[config.mk]
export PLATFORM = sky130hd
export DESIGN_NAME = morse_element_sequencer_flat
export DESIGN_NICKNAME = d
export VERILOG_FILES = /design/src/hw/rtl/mes_pkg.sv /design/src/hw/rtl/mes_req_if.sv /design/src/hw/rtl/mes_rsp_if.sv /design/src/hw/rtl/mes_csr.sv /design/src/hw/rtl/morse_element_sequencer.sv /design/src/flat_wrapper.sv
export SDC_FILE = /design/constraint.sdc
export NUM_CORES = 1
export LEC_CHECK = 0
export ABC_AREA = 1
export BUFFER_PORTS_ARGS = -buffer_cell sky130_fd_sc_hd__buf_4
export CAP_MARGIN = 30
export CORE_ASPECT_RATIO = 0.75
export CORE_MARGIN = 10
export CORE_UTILIZATION = 30
export DETAILED_ROUTE_END_ITERATION = 10
export PLACE_DENSITY = 0.49
export SLEW_MARGIN = 20
export SYNTH_ARGS = -nofsm -noshare
export SYNTH_HDL_FRONTEND = slang
export SYNTH_SLANG_ARGS = --single-unit
[constraint.sdc]
create_clock -name clock -period 6.7 [get_ports clock]
set_input_delay 1.005 -clock clock [delete_from_list [all_inputs] [get_ports clock]]
set_output_delay 1.005 -clock clock [all_outputs]
set_load 0.005 [all_outputs]
[src/hw/rtl/mes_pkg.sv]
// mes_pkg: shared widths, register indexes, function codes and types
// for the Morse element sequencer. No dependencies.
package mes_pkg;

   localparam int CODE_W = 8;
   localparam int DOT_W  = 11;
   localparam int DUR_W  = 14;
   localparam int CNT_W  = $clog2(CODE_W + 1);

   localparam int CSR_INDEX_W = 1;
   localparam int CSR_DATA_W  = DOT_W;

   localparam logic [CSR_INDEX_W-1:0] CSR_DOT_MS     = 1'b0;
   localparam logic [CSR_INDEX_W-1:0] CSR_FARNSWORTH = 1'b1;

   localparam logic [DOT_W-1:0] DOT_MS_RESET      = 11'd80;
   localparam logic [DUR_W-1:0] FARNSWORTH_GAP_MS = 14'd720;

   localparam logic FUNC_CHAR = 1'b0;
   localparam logic FUNC_WORD = 1'b1;

   typedef struct packed {
      logic [DUR_W-1:0] unit;
      logic [DUR_W-1:0] dah;
      logic [DUR_W-1:0] letter_gap;
      logic [DUR_W-1:0] word_gap;
   } durations_type;

endpackage

[src/hw/rtl/mes_req_if.sv]
// mes_req_if: input channel, valid/ready with character code payload.
// Depends on mes_pkg.
interface mes_req_if import mes_pkg::*; ();
   logic              valid;
   logic              ready;
   logic              func;
   logic [CODE_W-1:0] code_byte;

   modport source (output valid, output func, output code_byte, input ready);
   modport sink   (input valid, input func, input code_byte, output ready);
endinterface

[src/hw/rtl/mes_rsp_if.sv]
// mes_rsp_if: result channel, valid/ready with one key segment per transfer.
// Depends on mes_pkg.
interface mes_rsp_if import mes_pkg::*; ();
   logic             valid;
   logic             ready;
   logic             key_down;
   logic [DUR_W-1:0] duration_ms;
   logic             last;

   modport source (output valid, output key_down, output duration_ms, output last,
                   input ready);
   modport sink   (input valid, input key_down, input duration_ms, input last,
                   output ready);
endinterface

[src/hw/rtl/mes_csr.sv]
// mes_csr: configuration registers and the segment durations derived from them.
// Depends on mes_pkg.
module mes_csr import mes_pkg::*; (
   input  logic                   clock,
   input  logic                   reset,
   input  logic                   csr_we,
   input  logic [CSR_INDEX_W-1:0] csr_index,
   input  logic [CSR_DATA_W-1:0]  csr_data,
   output durations_type          durations
);

   logic [DOT_W-1:0] dot_ms_ff;
   logic             farnsworth_ff;
   logic [DUR_W-1:0] unit;
   logic [DUR_W-1:0] triple;

   always_ff @(posedge clock) begin
      if (reset) begin
         dot_ms_ff     <= DOT_MS_RESET;
         farnsworth_ff <= 1'b0;
      end else if (csr_we) begin
         unique case (csr_index)
            CSR_DOT_MS:     dot_ms_ff     <= csr_data;
            CSR_FARNSWORTH: farnsworth_ff <= csr_data[0];
            default: ;
         endcase
      end
   end

   assign unit   = {{(DUR_W-DOT_W){1'b0}}, dot_ms_ff};
   assign triple = unit + (unit << 1);

   assign durations.unit       = unit;
   assign durations.dah        = triple;
   assign durations.letter_gap = farnsworth_ff ? FARNSWORTH_GAP_MS : triple;
   assign durations.word_gap   = (unit << 3) - unit;

endmodule

[src/hw/rtl/morse_element_sequencer.sv]
// morse_element_sequencer: turns Morse code bytes and word-gap requests into
// timed key segments. Depends on mes_pkg, mes_req_if, mes_rsp_if, mes_csr.
//
//   channel   direction  per transfer
//   req_chan  in         func, code_byte
//   rsp_chan  out        key_down, duration_ms, last
//   csr_*     in         register write, no handshake
//
// Code bits are scanned one per cycle down to the start marker (all eight
// when there is none). A character is accepted, scanned, then sent as 2n+1
// segments for n elements (each element followed by a unit gap, then the
// letter gap), with a turnaround step before the letter gap. A word gap
// is one segment. req ready is high only between items. A stalled
// result holds in the output register and the sequencer waits on it.
// Reset restores dot_ms 80 and Farnsworth off.
module morse_element_sequencer import mes_pkg::*; (
   input  logic                   clock,
   input  logic                   reset,
   mes_req_if.sink                req_chan,
   mes_rsp_if.source              rsp_chan,
   input  logic                   csr_we,
   input  logic [CSR_INDEX_W-1:0] csr_index,
   input  logic [CSR_DATA_W-1:0]  csr_data
);

   typedef enum logic [2:0] {
      ST_IDLE, ST_SCAN, ST_ON, ST_OFF, ST_GAP, ST_WORD
   } state_type;

   durations_type     durations;
   state_type         state_ff, state_in;
   logic [CODE_W-1:0] shift_ff, shift_in;
   logic [CNT_W-1:0]  cnt_ff, cnt_in;
   logic              valid_ff, valid_in;
   logic              key_ff, key_in;
   logic [DUR_W-1:0]  dur_ff, dur_in;
   logic              last_ff, last_in;
   logic              out_free;

   mes_csr u_csr (
      .clock     (clock),
      .reset     (reset),
      .csr_we    (csr_we),
      .csr_index (csr_index),
      .csr_data  (csr_data),
      .durations (durations)
   );

   assign out_free = !valid_ff || rsp_chan.ready;

   always_comb begin
      state_in = state_ff;
      shift_in = shift_ff;
      cnt_in   = cnt_ff;
      valid_in = valid_ff && !rsp_chan.ready;
      key_in   = key_ff;
      dur_in   = dur_ff;
      last_in  = last_ff;
      unique case (state_ff)
         ST_IDLE: begin
            if (req_chan.valid) begin
               if (req_chan.func == FUNC_WORD) begin
                  state_in = ST_WORD;
               end else begin
                  shift_in = req_chan.code_byte;
                  cnt_in   = CNT_W'(CODE_W);
                  state_in = ST_SCAN;
               end
            end
         end
         ST_SCAN: begin
            if (cnt_ff == '0) begin
               state_in = ST_GAP;
            end else begin
               shift_in = shift_ff << 1;
               cnt_in   = cnt_ff - 1'b1;
               if (shift_ff[CODE_W-1]) state_in = ST_ON;
            end
         end
         ST_ON: begin
            if (cnt_ff == '0) begin
               state_in = ST_GAP;
            end else if (out_free) begin
               valid_in = 1'b1;
               key_in   = 1'b1;
               dur_in   = shift_ff[CODE_W-1] ? durations.dah : durations.unit;
               last_in  = 1'b0;
               shift_in = shift_ff << 1;
               cnt_in   = cnt_ff - 1'b1;
               state_in = ST_OFF;
            end
         end
         ST_OFF: begin
            if (out_free) begin
               valid_in = 1'b1;
               key_in   = 1'b0;
               dur_in   = durations.unit;
               last_in  = 1'b0;
               state_in = ST_ON;
            end
         end
         ST_GAP: begin
            if (out_free) begin
               valid_in = 1'b1;
               key_in   = 1'b0;
               dur_in   = durations.letter_gap;
               last_in  = 1'b1;
               state_in = ST_IDLE;
            end
         end
         ST_WORD: begin
            if (out_free) begin
               valid_in = 1'b1;
               key_in   = 1'b0;
               dur_in   = durations.word_gap;
               last_in  = 1'b1;
               state_in = ST_IDLE;
            end
         end
         default: state_in = ST_IDLE;
      endcase
   end

   always_ff @(posedge clock) begin
      if (reset) begin
         state_ff <= ST_IDLE;
         cnt_ff   <= '0;
         valid_ff <= 1'b0;
      end else begin
         state_ff <= state_in;
         cnt_ff   <= cnt_in;
         valid_ff <= valid_in;
      end
      shift_ff <= shift_in;
      key_ff   <= key_in;
      dur_ff   <= dur_in;
      last_ff  <= last_in;
   end

   assign req_chan.ready       = (state_ff == ST_IDLE);
   assign rsp_chan.valid       = valid_ff;
   assign rsp_chan.key_down    = key_ff;
   assign rsp_chan.duration_ms = dur_ff;
   assign rsp_chan.last        = last_ff;

endmodule
[src/flat_wrapper.sv]
// flat-port wrapper written by rule: the top's interface ports become plain ports
module morse_element_sequencer_flat import mes_pkg::*;
  (clock, reset, csr_we, csr_index, csr_data, req_chan_valid, req_chan_func, req_chan_code_byte, req_chan_ready, rsp_chan_valid, rsp_chan_key_down, rsp_chan_duration_ms, rsp_chan_last, rsp_chan_ready);
  mes_req_if req_chan_i ();
  mes_rsp_if rsp_chan_i ();
  input  logic clock;
  input  logic reset;
  input  logic csr_we;
  input  logic [CSR_INDEX_W-1:0] csr_index;
  input  logic [CSR_DATA_W-1:0] csr_data;
  input wire logic [$bits(req_chan_i.valid)-1:0] req_chan_valid;
  input wire logic [$bits(req_chan_i.func)-1:0] req_chan_func;
  input wire logic [$bits(req_chan_i.code_byte)-1:0] req_chan_code_byte;
  output wire logic [$bits(req_chan_i.ready)-1:0] req_chan_ready;
  output wire logic [$bits(rsp_chan_i.valid)-1:0] rsp_chan_valid;
  output wire logic [$bits(rsp_chan_i.key_down)-1:0] rsp_chan_key_down;
  output wire logic [$bits(rsp_chan_i.duration_ms)-1:0] rsp_chan_duration_ms;
  output wire logic [$bits(rsp_chan_i.last)-1:0] rsp_chan_last;
  input wire logic [$bits(rsp_chan_i.ready)-1:0] rsp_chan_ready;
  assign req_chan_i.valid = req_chan_valid;
  assign req_chan_i.func = req_chan_func;
  assign req_chan_i.code_byte = req_chan_code_byte;
  assign req_chan_ready = req_chan_i.ready;
  assign rsp_chan_valid = rsp_chan_i.valid;
  assign rsp_chan_key_down = rsp_chan_i.key_down;
  assign rsp_chan_duration_ms = rsp_chan_i.duration_ms;
  assign rsp_chan_last = rsp_chan_i.last;
  assign rsp_chan_i.ready = rsp_chan_ready;
  morse_element_sequencer u_core (.clock(clock), .reset(reset), .req_chan(req_chan_i), .rsp_chan(rsp_chan_i), .csr_we(csr_we), .csr_index(csr_index), .csr_data(csr_data));
endmodule
# After elaboration in Yosys (flattened, before gate mapping)
# Index checks and enable logic that the tools add are counted.
[op_classes]
add_sub_neg = 3
multipliers = 0
div_mod_pow = 0
n_lt_le_gt_ge = 0
eq_ne = 17
shifts = 0
n_mux = 39
bitwise = 1
reduce_logical = 19
[ops]
columns = ["operator", "count"]
rows = [
  ["14-bit 2-to-1 mux", 5],
  ["14-bit case mux with 4 select lines", 1],
  ["8-bit 2-to-1 mux", 5],
  ["13-bit 2-to-1 mux", 2],
  ["3-bit 2-to-1 mux", 8],
  ["8-bit case mux with 3 select lines", 1],
  ["4-bit 2-to-1 mux", 5],
  ["3-bit case mux with 5 select lines", 1],
  ["14-bit by 11-bit subtractor with 14-bit output", 1],
  ["11-bit by 12-bit adder with 13-bit output", 1],
  ["2-bit by 1-bit != test with 1-bit output (second input constant)", 6],
  ["4-bit case mux with 3 select lines", 1],
  ["6-bit AND reduction", 2],
  ["2-bit != test (second input constant)", 4],
  ["1-bit 2-to-1 mux", 7],
  ["3-bit by 2-bit == test with 1-bit output (second input constant)", 2],
  ["3-bit == test (second input constant)", 2],
  ["3-bit by 1-bit != test with 1-bit output (second input constant)", 2],
  ["3-bit nonzero test", 2],
  ["5-bit AND reduction", 1],
  ["4-bit logical NOT", 1],
  ["1-bit case mux with 2 select lines", 2],
  ["2-bit AND reduction", 2],
  ["4-bit AND reduction", 1],
  ["13 further kinds", 14],
]
[totals]
regBits = 44
latch_bits = 0
ram_bits = 0
rom_bits = 0
input_bits = 26
out_inout_bits = 18
elab_cells = 88
memories = 0

# Logic depth before layout (Yosys ltp)
[logic_depth]
depth_word = 5
depth_mapped = 12
mapped_depth_nobuf = 12

# Modules after synthesis
# Synthesis repeated with hierarchy kept, for this count alone.
[unflattened]
cells_unflattened = 560
hier_area_um2 = 3682.3
[by_module_without_submodules]
columns = ["mod", "instances", "cells_each", "area_per_inst_um2", "seq_area_each_um2"]
rows = [
  ["morse_element_sequencer", 1, 259, 1910.6, 880.8],
  ["mes_csr", 1, 301, 1771.7, 240.2],
]

# Least setup slack after synthesis
# Ideal clock, no wire load.
[synth_path]
path_type = "input port to flip-flop"
from = "input port rsp_chan_ready"
to = "register u_core.dur_ff[0], in the netlist u_core.rsp_chan.duration_ms[0] (enable)"
setup_ps = 403
arrival_ps = 2245
t_required_ps = 6297
setup_slack_ps = 4052
cell_stages = 4
n_path_buf = 0
path_cell_list = "inv_1 nand2_1 inv_1 nor3_1"
[synth_via]
elab_chain_cells = 3
word_cells_on_any_way = 6
cone_classes = "4 x eq/ne; 2 x reduce/logical"
[synth_lines]
columns = ["item", "line_no", "rtl"]
rows = [
  ["start, declared", "flat_wrapper.sv:19", "input wire logic [$bits(rsp_chan_i.ready)-1:0] rsp_chan_ready;"],
  ["1-bit logical OR *", "morse_element_sequencer.sv:49", "assign out_free = !valid_ff || rsp_chan.ready;"],
  ["2-bit by 1-bit != test with 1-bit output (no source line)", "n/a", ""],
  ["6-bit AND reduction (no source line) *", "n/a", ""],
  ["end signal, assigned", "morse_element_sequencer.sv:136", "dur_ff <= dur_in;"],
  ["end, declared", "morse_element_sequencer.sv:36", "logic [DUR_W-1:0] dur_ff, dur_in;"],
]
# Every way passes the cells marked *; elsewhere a longest branch is shown, timed or not.
# A chain may end at the register's enable or synchronous reset.

# Worst setup path after layout
[layout_path]
from = "register u_core.u_csr.dot_ms_ff[0]"
to = "register u_core.dur_ff[11], in the netlist u_core.rsp_chan.duration_ms[11], data pin"
[layout_via]
elab_chain_cells = 5
word_cells_on_any_way = 9
cone_classes = "2 x add/sub; 7 x mux"
[layout_lines]
columns = ["item", "line_no", "rtl"]
rows = [
  ["start, declared", "mes_csr.sv:12", "logic [DOT_W-1:0] dot_ms_ff;"],
  ["start signal, assigned", "mes_csr.sv:23", "CSR_DOT_MS: dot_ms_ff <= csr_data;"],
  ["11-bit by 12-bit adder with 13-bit output", "mes_csr.sv:31", "assign triple = unit + (unit << 1);"],
  ["13-bit 2-to-1 mux", "morse_element_sequencer.sv:86", "dur_in = shift_ff[CODE_W-1] ? durations.dah : durations.unit;"],
  ["14-bit 2-to-1 mux", "morse_element_sequencer.sv:83", "end else if (out_free) begin"],
  ["14-bit 2-to-1 mux", "morse_element_sequencer.sv:81", "if (cnt_ff == '0) begin"],
  ["14-bit case mux with 4 select lines *", "morse_element_sequencer.sv:59", "unique case (state_ff)"],
  ["via u_core.dur_in[11]", "morse_element_sequencer.sv:36", ""],
]
# The timed path passes the listed nets; every way through them passes the cells marked *. The select of a mux whose other input is x is not followed.

==> reports/metrics.cfg <==
[global_routing]
grt_pass1_wl_um=16100
grtUsageMet1_pct=19.1
grt.overflow.total=0
met3_usage_pct=2.70
grt_pass1_vias=3111
grt_max_degree=19
top_usage_layer=met1
antenna_found_initial=0
track_usage_pct=12.4
met2_usage_pct=16.9

[placed_design]
port_buffers=43
place_area_mm2=0.00380
gp_congestion=0.893
place_hpwl_um=7790

[synthesis]
synth.cell_area_mm2=0.00330
syn_nets=532
ys_seq_elements=44
synth_area_leaders=edfxtp_1 (22%), nand2_1 (16%), dfxtp_1 (12%)
synth_top_area_share_pct=21.8
synth_edf_count=24
ys.flop_type=edfxtp_1
ys_types=35
synth.cells.most_frequent=nand2_1 (144), inv_1 (61), nor2_1 (50)
yosys_warnings=0
async_flop_share_pct=0
seq_area_frac_synth_pct=33.9
synth_top_area_cell=edfxtp_1
yosysMostFrequentCell=nand2_1
syn_area_per_cell_um2=6.87
syn_inst=481

[final_layout]
antenna_cells=0
synthToLayoutAreaGrowth_pct=19.7
final_layout_size_suffix_gt1_share_pct=14.5
finalInstanceArea_mm2=0.00395
nets=580

[floorplan]
die_area_mm2=0.0157
rows=33
coreArea_mm2=0.0109
die_h_um=111
die-width_um=141
start_util_pct=30.4
num_io_pins=44

[cts]
cts_resized=0
cts_setup_buffers=0
cts.sinks=44
cts_buffers=5
clk_pin_slew_ns=0.07
htreeDepth=2
cts_tree=yes
cts_hold_buf=0
clk_path_buf_depth=2
cts-root-buf=clkbuf_16
clkLatencyLatePin_ns=0.29

[sta]
finalHoldViolCount=0
tightest_slew_ns=0.883
fin_crit_ns=2.29
rsz0062_at_grt=false
slew_viol_final=0
timing.fmax_ghz=0.437
slew_headroom_pct=40.9
finalSetupTns_ns=0
skew_ns=0.00870
finalCritPeriodShare_pct=34.1
finalSetupViolations=0

[setup_path]
critPathMaxStageDelay_ns=0.45
timing.critical_path.buf_inv=1
cp.arrival_ns=2.32
required_ns=6.74
path_delay_family=simple AND/OR/NAND/NOR gates
crit_chain=ha_1, inv_1, fa_1, nand3b_1, nand2_1, nand2_1, nand2_1, nand2_1, nand2_1, nand2_1, nand3_1, nand3_1
startpoint_type=flop
crit_path_top_delay_cell=dfxtp_1
cp_common_cell=nand2_1
r2r_end=u_core.rsp_chan.duration_ms[11]
worst_setup_path_end_kind=flop
r2r_setup_slack_ns=4.41
crit_fanout=5
reg2reg_from=u_core.u_csr.dot_ms_ff[0]
critPathKind=reg -> reg
rr_worst_depth=12

[routing]
detail-route-antenna-nets=0
wl_per_cell_um=14.4
firstDrtPassIters=4
vias_per_cell=4.75
drc_errors=0
vias=3183
wl_um=9620
drt_iter0_drc=268

[power_and_ir_drop]
power_frac_seq_pct=34.5
swShare_pct=42.1
internal_power_uw=802
clockPowerShare_pct=18.1
comb_power_share_pct=47.4
peakVddDrop_uv=135
power_leakage_uw=0.00189
power_switching_uw=584
p_per_area_mw_per_mm2=351

[hold_path]
hold_end=u_core.cnt_ff[0]
hold_class=reg -> reg
min_path_cells=2
min-delay-start=u_core.cnt_ff[0]

[job]
maxCapViolCount=0

[run_status]
outcome=finished, final reports clean

logic make-up (layout without fill, tap and decap cells):
logic type / Yosys count / count (layout) / share of synthesized area [%]
adders and majority gates: 25 / 25 / 9.70
DFF: 44 / 44 / 33.9
AOI/OAI and AO/OA: 72 / 72 / 12.3
buffers and inverters: 71 / 120 / 8.22
and+or+nand+nor: 264 / 264 / 34.5
xor gates and xnor gates: 5 / 5 / 1.33
worst max path at each step:
stage                               from                              end  cells after the start
6_report       u_core.u_csr.dot_ms_ff[0]  u_core.rsp_chan.duration_ms[11]                     12
5_1_grt        u_core.u_csr.dot_ms_ff[8]  u_core.rsp_chan.duration_ms[13]                     10
4_1_cts        u_core.u_csr.dot_ms_ff[0]  u_core.rsp_chan.duration_ms[11]                     12
3_5_place_dp              rsp_chan_ready  u_core.rsp_chan.duration_ms[11]                      6
3_3_place_gp              rsp_chan_ready  u_core.rsp_chan.duration_ms[11]                      5
2_1_floorplan             rsp_chan_ready   u_core.rsp_chan.duration_ms[0]                      4
layout make-up:
cell class                      instances  area [um2]
Timing Repair Buffer                   45         338
Fill cell                            1155        6910
Sequential cell                        44        1120
Clock buffer                            5         125
Tap cell                              140         175
Multi-Input combinational cell        366        1920
Clock inverter                          3        23.8
Inverter                               67         254
layout by cell type, fill, tap and decap left out, types with 3 or more instances in the layout:
cell type / instances
dfxtp_1: 20
buf_4: 45
nand2_2: 5
nor3_2: 3
a21boi_0: 3
ha_1: 24
edfxtp_1: 24
nand3_1: 39
xor2_1: 4
inv_2: 5
clkbuf_16: 5
nor2_1: 50
o21ai_0: 26
nand2_1: 144
a21oi_1: 29
nor3_1: 4
o21bai_1: 3
nand4_1: 9
inv_1: 61
stage by stage:
stage          util [%]  setup slack (ns)  total power, uW  hold slack (ns)  std cells
2_1_floorplan         -              4.05              895            0.444        481
3_3_place_gp       35.0              4.10             1130            0.454        661
3_5_place_dp       35.0              4.38             1140            0.460        662
4_1_cts            36.4              4.43             1400            0.471        670
5_1_grt            36.4              4.28             1520            0.475        670
6_report           36.4              4.41             1390            0.468        670
layer usage:
layer	up-vias	wire [um]	share of wire [%]
met4	0	73	0.76
met2	77	3810	40
li1	1667	-	-
met1	1430	5210	54
met5	-	0	0
met3	9	523	5.4
flip-flops by register name, indices dropped and copies added (netlist names):
register	count
u_core.rsp_chan.duration_ms	14
u_core.u_csr.dot_ms_ff	11
u_core.shift_ff	8
u_core.cnt_ff	4
u_core.state_ff	3
u_core.rsp_chan.key_down	1
u_core.rsp_chan.last	1
u_core.rsp_chan.valid	1
u_core.u_csr.farnsworth_ff	1
power groups by stage:
stage | clock network (uW) | registers, uW | logic [uW]
after floorplan | 0 | 479 | 416
after global placement | 0 | 483 | 646
after detailed placement | 0 | 484 | 659
after CTS | 259 | 479 | 661
after global routing | 273 | 489 | 756
final | 250 | 478 | 658
worst register-to-register path, delay by kind of cell, from the launching register on:
kind	cells	cell delay, ns
adders and majority gates	2	0.66
buffers and inverters	1	0.07
DFF	1	0.45
and+or+nand+nor	9	0.85
No activity file was read; power rests on OpenSTA's default activity.
